$ cat src/rtl/core/lslf_pkg.sv
// Shared types and constants of the least-squares line fit core.
// Used by all modules in rtl/core; no dependencies.
package lslf_pkg;

    localparam int MAX_POINTS = 1024;
    localparam int SAMPLE_W   = 16;
    localparam int CNT_W      = $clog2(MAX_POINTS + 1);
    localparam int SX_W       = SAMPLE_W + CNT_W - 1;
    localparam int SXX_W      = 2 * SAMPLE_W + CNT_W - 2;
    localparam int SXY_W      = SXX_W + 1;
    localparam int MCAND_W    = SXY_W;
    localparam int MPLIER_W   = SX_W;
    localparam int PROD_W     = MCAND_W + MPLIER_W;
    localparam int DIFF_W     = PROD_W + 1;
    localparam int FRAC_BITS  = 16;
    localparam int DVD_W      = PROD_W + FRAC_BITS;
    localparam int RES_W      = 48;
    localparam int SPREAD_W   = 16;
    localparam int MUL_STEPS  = MPLIER_W;
    localparam int DIV_STEPS  = DVD_W;
    localparam int MCNT_W     = $clog2(MUL_STEPS);
    localparam int DCNT_W     = $clog2(DIV_STEPS);
    localparam int QDEPTH     = 2;
    localparam int QPTR_W     = $clog2(QDEPTH);

    // sums of one finished point set
    typedef struct packed {
        logic [CNT_W-1:0]        count;
        logic signed [SX_W-1:0]  sx;
        logic signed [SX_W-1:0]  sy;
        logic [SXX_W-1:0]        sxx;
        logic signed [SXY_W-1:0] sxy;
        logic                    ovf;
    } snap_t;

    typedef enum logic [2:0] {
        MUL_N_SXX,
        MUL_SX_SX,
        MUL_N_SXY,
        MUL_SX_SY,
        MUL_SXX_SY,
        MUL_SX_SXY
    } mul_op_t;

    typedef enum logic [2:0] {
        ST_IDLE,
        ST_MLOAD,
        ST_MRUN,
        ST_DLOAD,
        ST_DRUN,
        ST_OUT
    } fit_state_t;

endpackage

$ cat src/rtl/core/lslf_front.sv
// Front end: takes point beats, keeps the running sums, hands a snapshot
// to the queue on the last point of a set. Depends on lslf_pkg.
module lslf_front (
    input  logic                                clk,
    input  logic                                rst_n,
    input  logic                                in_valid,
    output logic                                in_stall,
    input  logic signed [lslf_pkg::SAMPLE_W-1:0] x_value,
    input  logic signed [lslf_pkg::SAMPLE_W-1:0] y_value,
    input  logic                                last_point,
    input  logic                                q_full,
    output logic                                push,
    output lslf_pkg::snap_t                     snap
);
    import lslf_pkg::*;

    logic [CNT_W-1:0]        cnt_reg, cnt_next;
    logic signed [SX_W-1:0]  sx_reg, sx_next;
    logic signed [SX_W-1:0]  sy_reg, sy_next;
    logic [SXX_W-1:0]        sxx_reg, sxx_next;
    logic signed [SXY_W-1:0] sxy_reg, sxy_next;
    logic                    ovf_reg, ovf_next;
    logic                    take, room;
    logic signed [2*SAMPLE_W-1:0] xx, xy;

    assign in_stall = q_full;
    assign take     = in_valid && !in_stall;
    assign room     = cnt_reg < CNT_W'(MAX_POINTS);
    assign xx       = x_value * x_value;
    assign xy       = x_value * y_value;

    always_comb
    begin
        cnt_next = cnt_reg;
        sx_next  = sx_reg;
        sy_next  = sy_reg;
        sxx_next = sxx_reg;
        sxy_next = sxy_reg;
        ovf_next = ovf_reg;
        if (room)
        begin
            cnt_next = cnt_reg + 1'b1;
            sx_next  = sx_reg + SX_W'(x_value);
            sy_next  = sy_reg + SX_W'(y_value);
            sxx_next = sxx_reg + SXX_W'($unsigned(xx));
            sxy_next = sxy_reg + SXY_W'(xy);
        end
        else
        begin
            ovf_next = 1'b1;
        end
    end

    assign push       = take && last_point;
    assign snap.count = cnt_next;
    assign snap.sx    = sx_next;
    assign snap.sy    = sy_next;
    assign snap.sxx   = sxx_next;
    assign snap.sxy   = sxy_next;
    assign snap.ovf   = ovf_next;

    always_ff @(posedge clk or negedge rst_n)
    begin
        if (!rst_n)
        begin
            cnt_reg <= '0;
            sx_reg  <= '0;
            sy_reg  <= '0;
            sxx_reg <= '0;
            sxy_reg <= '0;
            ovf_reg <= 1'b0;
        end
        else if (take)
        begin
            if (last_point)
            begin
                cnt_reg <= '0;
                sx_reg  <= '0;
                sy_reg  <= '0;
                sxx_reg <= '0;
                sxy_reg <= '0;
                ovf_reg <= 1'b0;
            end
            else
            begin
                cnt_reg <= cnt_next;
                sx_reg  <= sx_next;
                sy_reg  <= sy_next;
                sxx_reg <= sxx_next;
                sxy_reg <= sxy_next;
                ovf_reg <= ovf_next;
            end
        end
    end

`ifndef SYNTHESIS
    a_cnt_cap: assert property (@(posedge clk) disable iff (!rst_n)
        cnt_reg <= CNT_W'(MAX_POINTS))
        else $error("point count above capacity");
`endif

endmodule

$ cat src/rtl/core/lslf_queue.sv
// Short snapshot queue between front and back end.
// Depends on lslf_pkg.
module lslf_queue (
    input  logic            clk,
    input  logic            rst_n,
    input  logic            push,
    input  lslf_pkg::snap_t wdata,
    input  logic            pop,
    output lslf_pkg::snap_t rdata,
    output logic            full,
    output logic            empty
);
    import lslf_pkg::*;

    snap_t               mem_reg [QDEPTH];
    logic [QPTR_W-1:0]   wr_reg, wr_next, rd_reg, rd_next;
    logic [QPTR_W:0]     fill_reg, fill_next;

    assign full  = fill_reg == (QPTR_W+1)'(QDEPTH);
    assign empty = fill_reg == '0;
    assign rdata = mem_reg[rd_reg];

    always_comb
    begin
        wr_next   = push ? wr_reg + 1'b1 : wr_reg;
        rd_next   = pop ? rd_reg + 1'b1 : rd_reg;
        fill_next = fill_reg + (QPTR_W+1)'(push) - (QPTR_W+1)'(pop);
    end

    always_ff @(posedge clk)
    begin
        if (push)
            mem_reg[wr_reg] <= wdata;
    end

    always_ff @(posedge clk or negedge rst_n)
    begin
        if (!rst_n)
        begin
            wr_reg   <= '0;
            rd_reg   <= '0;
            fill_reg <= '0;
        end
        else
        begin
            wr_reg   <= wr_next;
            rd_reg   <= rd_next;
            fill_reg <= fill_next;
        end
    end

endmodule

$ cat src/rtl/core/lslf_back.sv
// Back end: shift-add multiplier and restoring divider run by a sequencer,
// producing slope and intercept into an output register. Depends on lslf_pkg.
module lslf_back (
    input  logic                               clk,
    input  logic                               rst_n,
    input  logic [lslf_pkg::SPREAD_W-1:0]      min_spread,
    input  logic                               q_empty,
    input  lslf_pkg::snap_t                    q_data,
    output logic                               pop,
    output logic                               out_valid,
    input  logic                               out_stall,
    output logic signed [lslf_pkg::RES_W-1:0]  slope,
    output logic signed [lslf_pkg::RES_W-1:0]  intercept,
    output logic                               fit_valid,
    output logic                               overflowed,
    output logic [lslf_pkg::CNT_W-1:0]         points_used
);
    import lslf_pkg::*;

    fit_state_t state_reg, state_next;
    mul_op_t    op_reg, op_next;
    snap_t      snap_reg;

    logic [PROD_W-1:0]         mcand_reg, mcand_next, acc_reg, acc_next;
    logic [MPLIER_W-1:0]       mplier_reg, mplier_next;
    logic                      mneg_reg, mneg_next;
    logic [MCNT_W-1:0]         mcnt_reg, mcnt_next;
    logic signed [PROD_W-1:0]  hold_reg, hold_next, prod;
    logic signed [DIFF_W-1:0]  den_reg, den_next, numm_reg, numm_next;
    logic signed [DIFF_W-1:0]  numb_reg, numb_next, diff, num_sel;
    logic [DVD_W-1:0]          dvd_reg, dvd_next;
    logic [DIFF_W-1:0]         rem_reg, rem_next, rem_sh;
    logic                      dneg_reg, dneg_next, dsel_reg, dsel_next;
    logic [DCNT_W-1:0]         dcnt_reg, dcnt_next;
    logic signed [RES_W-1:0]   m_reg, m_next, b_reg, b_next, sat;
    logic                      fv_reg, fv_next;
    logic                      mul_done, div_done, degen, ge, load_out;
    logic signed [MCAND_W-1:0] opa;
    logic signed [MPLIER_W-1:0] opb;
    logic [MCAND_W-1:0]        opa_mag;
    logic [MPLIER_W-1:0]       opb_mag;
    logic [PROD_W-1:0]         num_mag;
    logic [DVD_W-1:0]          limit;
    logic [RES_W-1:0]          qval;

    logic                      ov_reg;
    logic signed [RES_W-1:0]   slope_reg, icpt_reg;
    logic                      fitv_reg, ovfo_reg;
    logic [CNT_W-1:0]          used_reg;

    // operand pick per product
    always_comb
    begin
        case (op_reg)
            MUL_N_SXX:
            begin
                opa = $signed({1'b0, snap_reg.sxx});
                opb = $signed(MPLIER_W'(snap_reg.count));
            end
            MUL_SX_SX:
            begin
                opa = MCAND_W'(snap_reg.sx);
                opb = snap_reg.sx;
            end
            MUL_N_SXY:
            begin
                opa = snap_reg.sxy;
                opb = $signed(MPLIER_W'(snap_reg.count));
            end
            MUL_SX_SY:
            begin
                opa = MCAND_W'(snap_reg.sx);
                opb = snap_reg.sy;
            end
            MUL_SXX_SY:
            begin
                opa = $signed({1'b0, snap_reg.sxx});
                opb = snap_reg.sy;
            end
            MUL_SX_SXY:
            begin
                opa = snap_reg.sxy;
                opb = snap_reg.sx;
            end
            default:
            begin
                opa = '0;
                opb = '0;
            end
        endcase
        opa_mag = opa[MCAND_W-1] ? (~opa + 1'b1) : opa;
        opb_mag = opb[MPLIER_W-1] ? (~opb + 1'b1) : opb;
    end

    assign mul_done = (state_reg == ST_MRUN) && (mcnt_reg == MCNT_W'(MUL_STEPS - 1));
    assign div_done = (state_reg == ST_DRUN) && (dcnt_reg == DCNT_W'(DIV_STEPS - 1));
    assign acc_next = acc_reg + (mplier_reg[0] ? mcand_reg : '0);
    assign prod     = mneg_reg ? $signed(~acc_next + 1'b1) : $signed(acc_next);
    assign diff     = DIFF_W'(hold_reg) - DIFF_W'(prod);
    assign degen    = diff[DIFF_W-1] ||
                      (diff[DIFF_W-2:0] <= (DIFF_W-1)'(min_spread));

    assign num_sel  = dsel_reg ? numb_reg : numm_reg;
    assign num_mag  = PROD_W'(num_sel[DIFF_W-1] ? (~num_sel + 1'b1) : num_sel);
    assign rem_sh   = {rem_reg[DIFF_W-2:0], dvd_reg[DVD_W-1]};
    assign ge       = rem_sh >= $unsigned(den_reg);
    assign dvd_next = {dvd_reg[DVD_W-2:0], ge};
    assign limit    = dneg_reg ? (DVD_W'(1) << (RES_W - 1))
                               : ((DVD_W'(1) << (RES_W - 1)) - 1'b1);
    assign qval     = (dvd_next > limit) ? limit[RES_W-1:0] : dvd_next[RES_W-1:0];
    assign sat      = dneg_reg ? $signed(~qval + 1'b1) : $signed(qval);
    assign load_out = (state_reg == ST_OUT) && (!ov_reg || !out_stall);

    // next state
    always_comb
    begin
        state_next = state_reg;
        case (state_reg)
            ST_IDLE:  if (!q_empty) state_next = ST_MLOAD;
            ST_MLOAD: state_next = ST_MRUN;
            ST_MRUN:
                if (mul_done)
                begin
                    if (op_reg == MUL_SX_SX && degen)
                        state_next = ST_OUT;
                    else if (op_reg == MUL_SX_SXY)
                        state_next = ST_DLOAD;
                    else
                        state_next = ST_MLOAD;
                end
            ST_DLOAD: state_next = ST_DRUN;
            ST_DRUN:
                if (div_done)
                    state_next = dsel_reg ? ST_OUT : ST_DLOAD;
            ST_OUT:   if (load_out) state_next = ST_IDLE;
            default:  state_next = ST_IDLE;
        endcase
    end

    // datapath
    always_comb
    begin
        pop         = 1'b0;
        op_next     = op_reg;
        mcand_next  = mcand_reg;
        mplier_next = mplier_reg;
        mneg_next   = mneg_reg;
        mcnt_next   = mcnt_reg;
        hold_next   = hold_reg;
        den_next    = den_reg;
        numm_next   = numm_reg;
        numb_next   = numb_reg;
        rem_next    = rem_reg;
        dneg_next   = dneg_reg;
        dsel_next   = dsel_reg;
        dcnt_next   = dcnt_reg;
        m_next      = m_reg;
        b_next      = b_reg;
        fv_next     = fv_reg;
        case (state_reg)
            ST_IDLE:
            begin
                pop     = !q_empty;
                op_next = MUL_N_SXX;
            end
            ST_MLOAD:
            begin
                mcand_next  = PROD_W'(opa_mag);
                mplier_next = opb_mag;
                mneg_next   = opa[MCAND_W-1] ^ opb[MPLIER_W-1];
                mcnt_next   = '0;
            end
            ST_MRUN:
            begin
                mcand_next  = mcand_reg << 1;
                mplier_next = mplier_reg >> 1;
                mcnt_next   = mcnt_reg + 1'b1;
                if (mul_done)
                begin
                    op_next = mul_op_t'(op_reg + 3'd1);
                    case (op_reg)
                        MUL_SX_SX:
                        begin
                            den_next = diff;
                            fv_next  = !degen;
                            m_next   = '0;
                            b_next   = '0;
                        end
                        MUL_SX_SY:  numm_next = diff;
                        MUL_SX_SXY:
                        begin
                            numb_next = diff;
                            dsel_next = 1'b0;
                        end
                        default:    hold_next = prod;
                    endcase
                end
            end
            ST_DLOAD:
            begin
                rem_next  = '0;
                dneg_next = num_sel[DIFF_W-1];
                dcnt_next = '0;
            end
            ST_DRUN:
            begin
                rem_next  = ge ? rem_sh - $unsigned(den_reg) : rem_sh;
                dcnt_next = dcnt_reg + 1'b1;
                if (div_done)
                begin
                    if (dsel_reg)
                        b_next = sat;
                    else
                        m_next = sat;
                    dsel_next = 1'b1;
                end
            end
            ST_OUT:   ;
            default:  ;
        endcase
    end

    always_ff @(posedge clk)
    begin
        if (pop)
            snap_reg <= q_data;
        mcand_reg  <= mcand_next;
        mplier_reg <= mplier_next;
        mneg_reg   <= mneg_next;
        hold_reg   <= hold_next;
        den_reg    <= den_next;
        numm_reg   <= numm_next;
        numb_reg   <= numb_next;
        rem_reg    <= rem_next;
        dneg_reg   <= dneg_next;
        dsel_reg   <= dsel_next;
        m_reg      <= m_next;
        b_reg      <= b_next;
        fv_reg     <= fv_next;
        if (state_reg == ST_MLOAD)
            acc_reg <= '0;
        else if (state_reg == ST_MRUN)
            acc_reg <= acc_next;
        if (state_reg == ST_DLOAD)
            dvd_reg <= {num_mag, FRAC_BITS'(0)};
        else if (state_reg == ST_DRUN)
            dvd_reg <= dvd_next;
        if (load_out)
        begin
            slope_reg <= m_reg;
            icpt_reg  <= b_reg;
            fitv_reg  <= fv_reg;
            ovfo_reg  <= snap_reg.ovf;
            used_reg  <= snap_reg.count;
        end
    end

    always_ff @(posedge clk or negedge rst_n)
    begin
        if (!rst_n)
        begin
            state_reg <= ST_IDLE;
            op_reg    <= MUL_N_SXX;
            mcnt_reg  <= '0;
            dcnt_reg  <= '0;
            ov_reg    <= 1'b0;
        end
        else
        begin
            state_reg <= state_next;
            op_reg    <= op_next;
            mcnt_reg  <= mcnt_next;
            dcnt_reg  <= dcnt_next;
            if (load_out)
                ov_reg <= 1'b1;
            else if (!out_stall)
                ov_reg <= 1'b0;
        end
    end

    assign out_valid   = ov_reg;
    assign slope       = slope_reg;
    assign intercept   = icpt_reg;
    assign fit_valid   = fitv_reg;
    assign overflowed  = ovfo_reg;
    assign points_used = used_reg;

`ifndef SYNTHESIS
    a_div_den_pos: assert property (@(posedge clk) disable iff (!rst_n)
        (state_reg == ST_DRUN) |-> (!den_reg[DIFF_W-1] && den_reg != '0))
        else $error("divider running on non-positive spread");
    a_degen_zero: assert property (@(posedge clk) disable iff (!rst_n)
        (ov_reg && !fitv_reg) |-> (slope_reg == '0 && icpt_reg == '0))
        else $error("degenerate fit with nonzero result");
    a_pop_idle: assert property (@(posedge clk) disable iff (!rst_n)
        pop |=> (state_reg == ST_MLOAD && op_reg == MUL_N_SXX))
        else $error("snapshot taken outside idle");
`endif

endmodule

$ cat src/rtl/core/least_squares_line_fit_core.sv
// Top level of the streaming least-squares line fit.
// Depends on lslf_pkg, lslf_front, lslf_queue and lslf_back.

// Points are taken one beat per clock and summed at once. The beat marked
// last closes the set: its sums go into a two-entry queue and the sums clear,
// so the next set streams in while the fit runs. The fit uses one shift-add
// multiplier (up to six products) and one restoring divider (two quotients);
// input stalls only when two finished sets are still waiting for the fit
// unit. Slope and intercept are signed Q32.16, truncated toward zero and
// saturated; when n*Sxx - Sx^2 is at most min_spread both are zero and
// fit_valid is low.
module least_squares_line_fit_core (
    input  logic                                 clk,
    input  logic                                 rst_n,
    input  logic                                 cfg_write_en,
    input  logic [lslf_pkg::SPREAD_W-1:0]        cfg_write_data,
    input  logic                                 in_valid,
    output logic                                 in_stall,
    input  logic signed [lslf_pkg::SAMPLE_W-1:0] x_value,
    input  logic signed [lslf_pkg::SAMPLE_W-1:0] y_value,
    input  logic                                 last_point,
    output logic                                 out_valid,
    input  logic                                 out_stall,
    output logic signed [lslf_pkg::RES_W-1:0]    slope,
    output logic signed [lslf_pkg::RES_W-1:0]    intercept,
    output logic                                 fit_valid,
    output logic                                 overflowed,
    output logic [lslf_pkg::CNT_W-1:0]           points_used
);
    import lslf_pkg::*;

    logic [SPREAD_W-1:0] min_spread_reg;
    logic                q_full, q_empty, push, pop;
    snap_t               snap_in, snap_out;

    always_ff @(posedge clk or negedge rst_n)
    begin
        if (!rst_n)
            min_spread_reg <= '0;
        else if (cfg_write_en)
            min_spread_reg <= cfg_write_data;
    end

    lslf_front u_front (
        .clk        (clk),
        .rst_n      (rst_n),
        .in_valid   (in_valid),
        .in_stall   (in_stall),
        .x_value    (x_value),
        .y_value    (y_value),
        .last_point (last_point),
        .q_full     (q_full),
        .push       (push),
        .snap       (snap_in)
    );

    lslf_queue u_queue (
        .clk   (clk),
        .rst_n (rst_n),
        .push  (push),
        .wdata (snap_in),
        .pop   (pop),
        .rdata (snap_out),
        .full  (q_full),
        .empty (q_empty)
    );

    lslf_back u_back (
        .clk         (clk),
        .rst_n       (rst_n),
        .min_spread  (min_spread_reg),
        .q_empty     (q_empty),
        .q_data      (snap_out),
        .pop         (pop),
        .out_valid   (out_valid),
        .out_stall   (out_stall),
        .slope       (slope),
        .intercept   (intercept),
        .fit_valid   (fit_valid),
        .overflowed  (overflowed),
        .points_used (points_used)
    );

endmodule
$ cat config.mk
export PLATFORM = sky130hd
export DESIGN_NAME = least_squares_line_fit_core
export DESIGN_NICKNAME = d
export VERILOG_FILES = /design/src/rtl/core/lslf_pkg.sv /design/src/rtl/core/lslf_front.sv /design/src/rtl/core/lslf_queue.sv /design/src/rtl/core/lslf_back.sv /design/src/rtl/core/least_squares_line_fit_core.sv
export SDC_FILE = /design/constraint.sdc
export NUM_CORES = 2
export LEC_CHECK = 0
export BUFFER_PORTS_ARGS = -buffer_cell sky130_fd_sc_hd__buf_4
export CORE_MARGIN = 10
export CORE_UTILIZATION = 43
export CTS_CLUSTER_DIAMETER = 200
export DETAILED_ROUTE_END_ITERATION = 8
export GPL_TIMING_DRIVEN = 0
export MAX_ROUTING_LAYER = met4
export PLACE_DENSITY = 0.69
export SETUP_SLACK_MARGIN = 0.15
export SYNTH_ARGS = -nofsm -noshare
export SYNTH_HDL_FRONTEND = slang
export SYNTH_SLANG_ARGS = --single-unit
$ cat constraint.sdc
create_clock -name clk -period 13.9 [get_ports clk]
set_input_delay 2.085 -clock clk [delete_from_list [all_inputs] [get_ports clk]]
set_output_delay 2.085 -clock clk [all_outputs]
set_load 0.02 [all_outputs]
==> metrics <==
DRC Markers 0; Syn Nets 10300; DIE AREA 244000 um2; fillcell total 20300; initial antenna violation count 9; sequential share of the synthesized area 42.4%; post-synthesis async set-or-reset flop share 13.1%; Req. time, crit path 14460 ps; Area growth syn-to-layout 11.3%; HP Class reg -> reg; Finish-stage setup viols 0; Total Routing Usage GR 23.9%; fin. max-slew vios 0; Sink Count 1425; Max clock buf depth 3; via count 70600; failing checks max-capacitance violations; core footprint 224000 um2; Hold Buf Count CTS 0; Synth cell types 95; slack of the worst reg-to-reg path 900 ps; CP most frequent cell or4_1; Post-synth EDFFs 1155; GRT overflow 0; H-tree levels 4; IO Count 165; Startpoint Class flip-flop; fraction of layout cells with a size suffix above 1 7.84%; CTS clk-pin slew, worst paths 70 ps; Final Util 48.0%; Syn Inst Count 9059; clk root buf clkbuf_16; # port buffers 163; CP max stage delay 540 ps; initial core utilization 43.1%; Final HPWL DP 232000 um; final WL 289000 um; fmax 76.9 MHz; Sum Neg Setup Slack 0 ps; Chip Height 494 um; initial drt markers 4877; vias in the first global route 73100; Final Skew 47.8 ps; synthesized area per cell 10.7 um2; clock buffer count from CTS 147; worst endpoint data arrival time 13550 ps; CP Class reg -> reg; number of flip-flops in the largest register 294; mean routed wirelength per cell 23.0 um; main flop type after synthesis edfxtp_1; Final ANT Viol Nets 0; run status complete, but fails checks; Final Critical Period 13000 ps; post-synthesis register bit count 1425; GP Congestion 0.992; RSZ-0062 raised after global routing no; Skew-Pair Late Insertion Delay 820 ps; global-route wire length before repair 437000 um; num rows 174; Die Width 494 um; max-cap check violation count 1; Fin. Hold Viols 0; vias per cell 5.62; final layout net count 10600; Finished Cell Area 108000 um2; Worst Max-Slew Pin Slew 1490 ps; CP Capture Type flip-flop; slowest CP cell nand4b_1; final period utilization 93.5%; Post-DP Area 103000 um2; Pre-Repair DR Iteration Count 6; largest net degree at the start of global routing 100; crit-path max FO 10; Ys Warns 0; Max-slew headroom 0.782%; Syn Std Cell Area 96800 um2; CTS tree done
-- cells by family (layout without fill, tap and decap cells) --
family	after synthesis	count (layout)	synth area share, %
and+or+nand+nor	2381	2381	11.7
AOI/OAI and AO/OA	2041	2041	13.7
DFF	1425	1425	42.4
buffers and inverters	1261	1753	4.90
adders and majority gates	1155	1155	19.4
xor gates and xnor gates	523	523	4.75
muxes	273	273	3.06
other	0	11	0
-- synthesized netlist by cell type (19+ instances only) --
cell type	number	area, um2
nor3_1	130	651
o211ai_1	34	255
nand2_1	982	3690
mux2_2	179	2020
dfrtp_1	186	4650
clkbuf_1	339	1270
nand2b_1	76	475
or3_1	47	294
a22oi_1	38	285
a21o_1	156	1170
inv_1	884	3320
a22o_1	180	1580
nor2b_1	64	400
xor2_1	217	1900
mux2i_1	94	941
a211oi_1	49	368
a2111oi_0	19	166
a21boi_0	19	143
or2_2	39	244
and2_1	258	1610
o21bai_1	69	518
edfxtp_1	1155	34700
and3_1	88	551
a31oi_1	57	357
xnor2_1	305	2670
nor4_1	45	282
o21ai_0	594	2970
ha_1	571	7140
fa_1	581	11600
dfxtp_1	84	1680
o21a_1	46	345
nand3_1	145	726
nand4_1	53	332
o31ai_1	60	450
o41ai_1	23	201
nor2_1	369	1390
a21oi_1	457	2290
buf_1	28	105
-- repair_timing --
action | 4_1_cts | 5_1_grt
setup buffers | 0 | 1
gates resized for setup | 7 | 9
gates cloned | 0 | 0
setup endpoints to repair | 56 | 18
-- cell usage in the layout (no fill, tap or decap), types with 47 or more instances in the layout --
cell type and instances:
a211oi_1 48, a21o_1 156, a21oi_1 454, a22o_1 180, a31oi_1 57, and2_1 258
and3_1 86, buf_4 180, clkbuf_1 351, clkbuf_16 148, dfrtp_1 186, dfxtp_1 84
edfxtp_1 1155, fa_1 580, ha_1 571, inv_1 882, mux2_2 179, mux2i_1 94
nand2_1 982, nand2b_1 76, nand3_1 145, nand4_1 53, nor2_1 366, nor2b_1 64
nor3_1 128, o21ai_0 591, o21bai_1 69, o31ai_1 60, or3_1 47, xnor2_1 305
xor2_1 217
-- final timing paths --
check                                           end  cells past startpoint                  from
worst max-delay path                  u_back.fv_reg                     37  u_back.mplier_reg[0]
worst min-delay path            u_back.intercept[8]                      0       u_back.b_reg[8]
worst max register to register        u_back.fv_reg                     37  u_back.mplier_reg[0]
worst min register to register  u_back.intercept[8]                      0       u_back.b_reg[8]
max in group asynchronous       u_front.sxy_reg[39]                      2                 rst_n
min in group asynchronous        u_front.sxy_reg[0]                      1                 rst_n
-- final cells by class --
cell class / instances / area, um2 / area share, %
flip-flops and latches: 1425 / 41000 / 38.1
repair buffers: 221 / 2050 / 1.91
plain buffers: 370 / 1410 / 1.31
inverters: 890 / 3350 / 3.11
diodes: 11 / 27.5 / 0.0255
clock inverters: 95 / 1130 / 1.05
well taps: 2992 / 3740 / 3.47
multi-input cells: 6373 / 51100 / 47.4
clock buffers: 177 / 3910 / 3.63
-- worst max-delay path: cells and delay by family, from the launching register on --
kind                       cells  cell delay [ps]
and+or+nand+nor               16             6000
buffers and inverters          4             1280
DFF                            1              410
xor gates and xnor gates       2              310
adders and majority gates      2              750
AOI/OAI and AO/OA             13             3950
-- through the flow --
step	setup WS [ps]	instances	hold WS, ps
final	902	12600	415
after global routing	207	12500	423
after CTS	279	12500	417
after detailed placement	-1620	12300	405
after global placement	-4830	12200	403
after floorplan	1060	9059	400
-- metal layers --
layer / vias to the layer above / global-route usage [%] / wire [um] / share of wire [%]
met5: - / - / 0 / 0
met4: 0 / 14.5 / 20800 / 7.2
met3: 716 / 2.76 / 14500 / 5.0
met2: 2242 / 41.1 / 144000 / 50
met1: 34800 / 26.5 / 110000 / 38
li1: 32800 / - / - / -
Power is left out: the tool's default activity adds up to more than one toggle a clock period on the data nets, which glitch-free logic cannot reach.
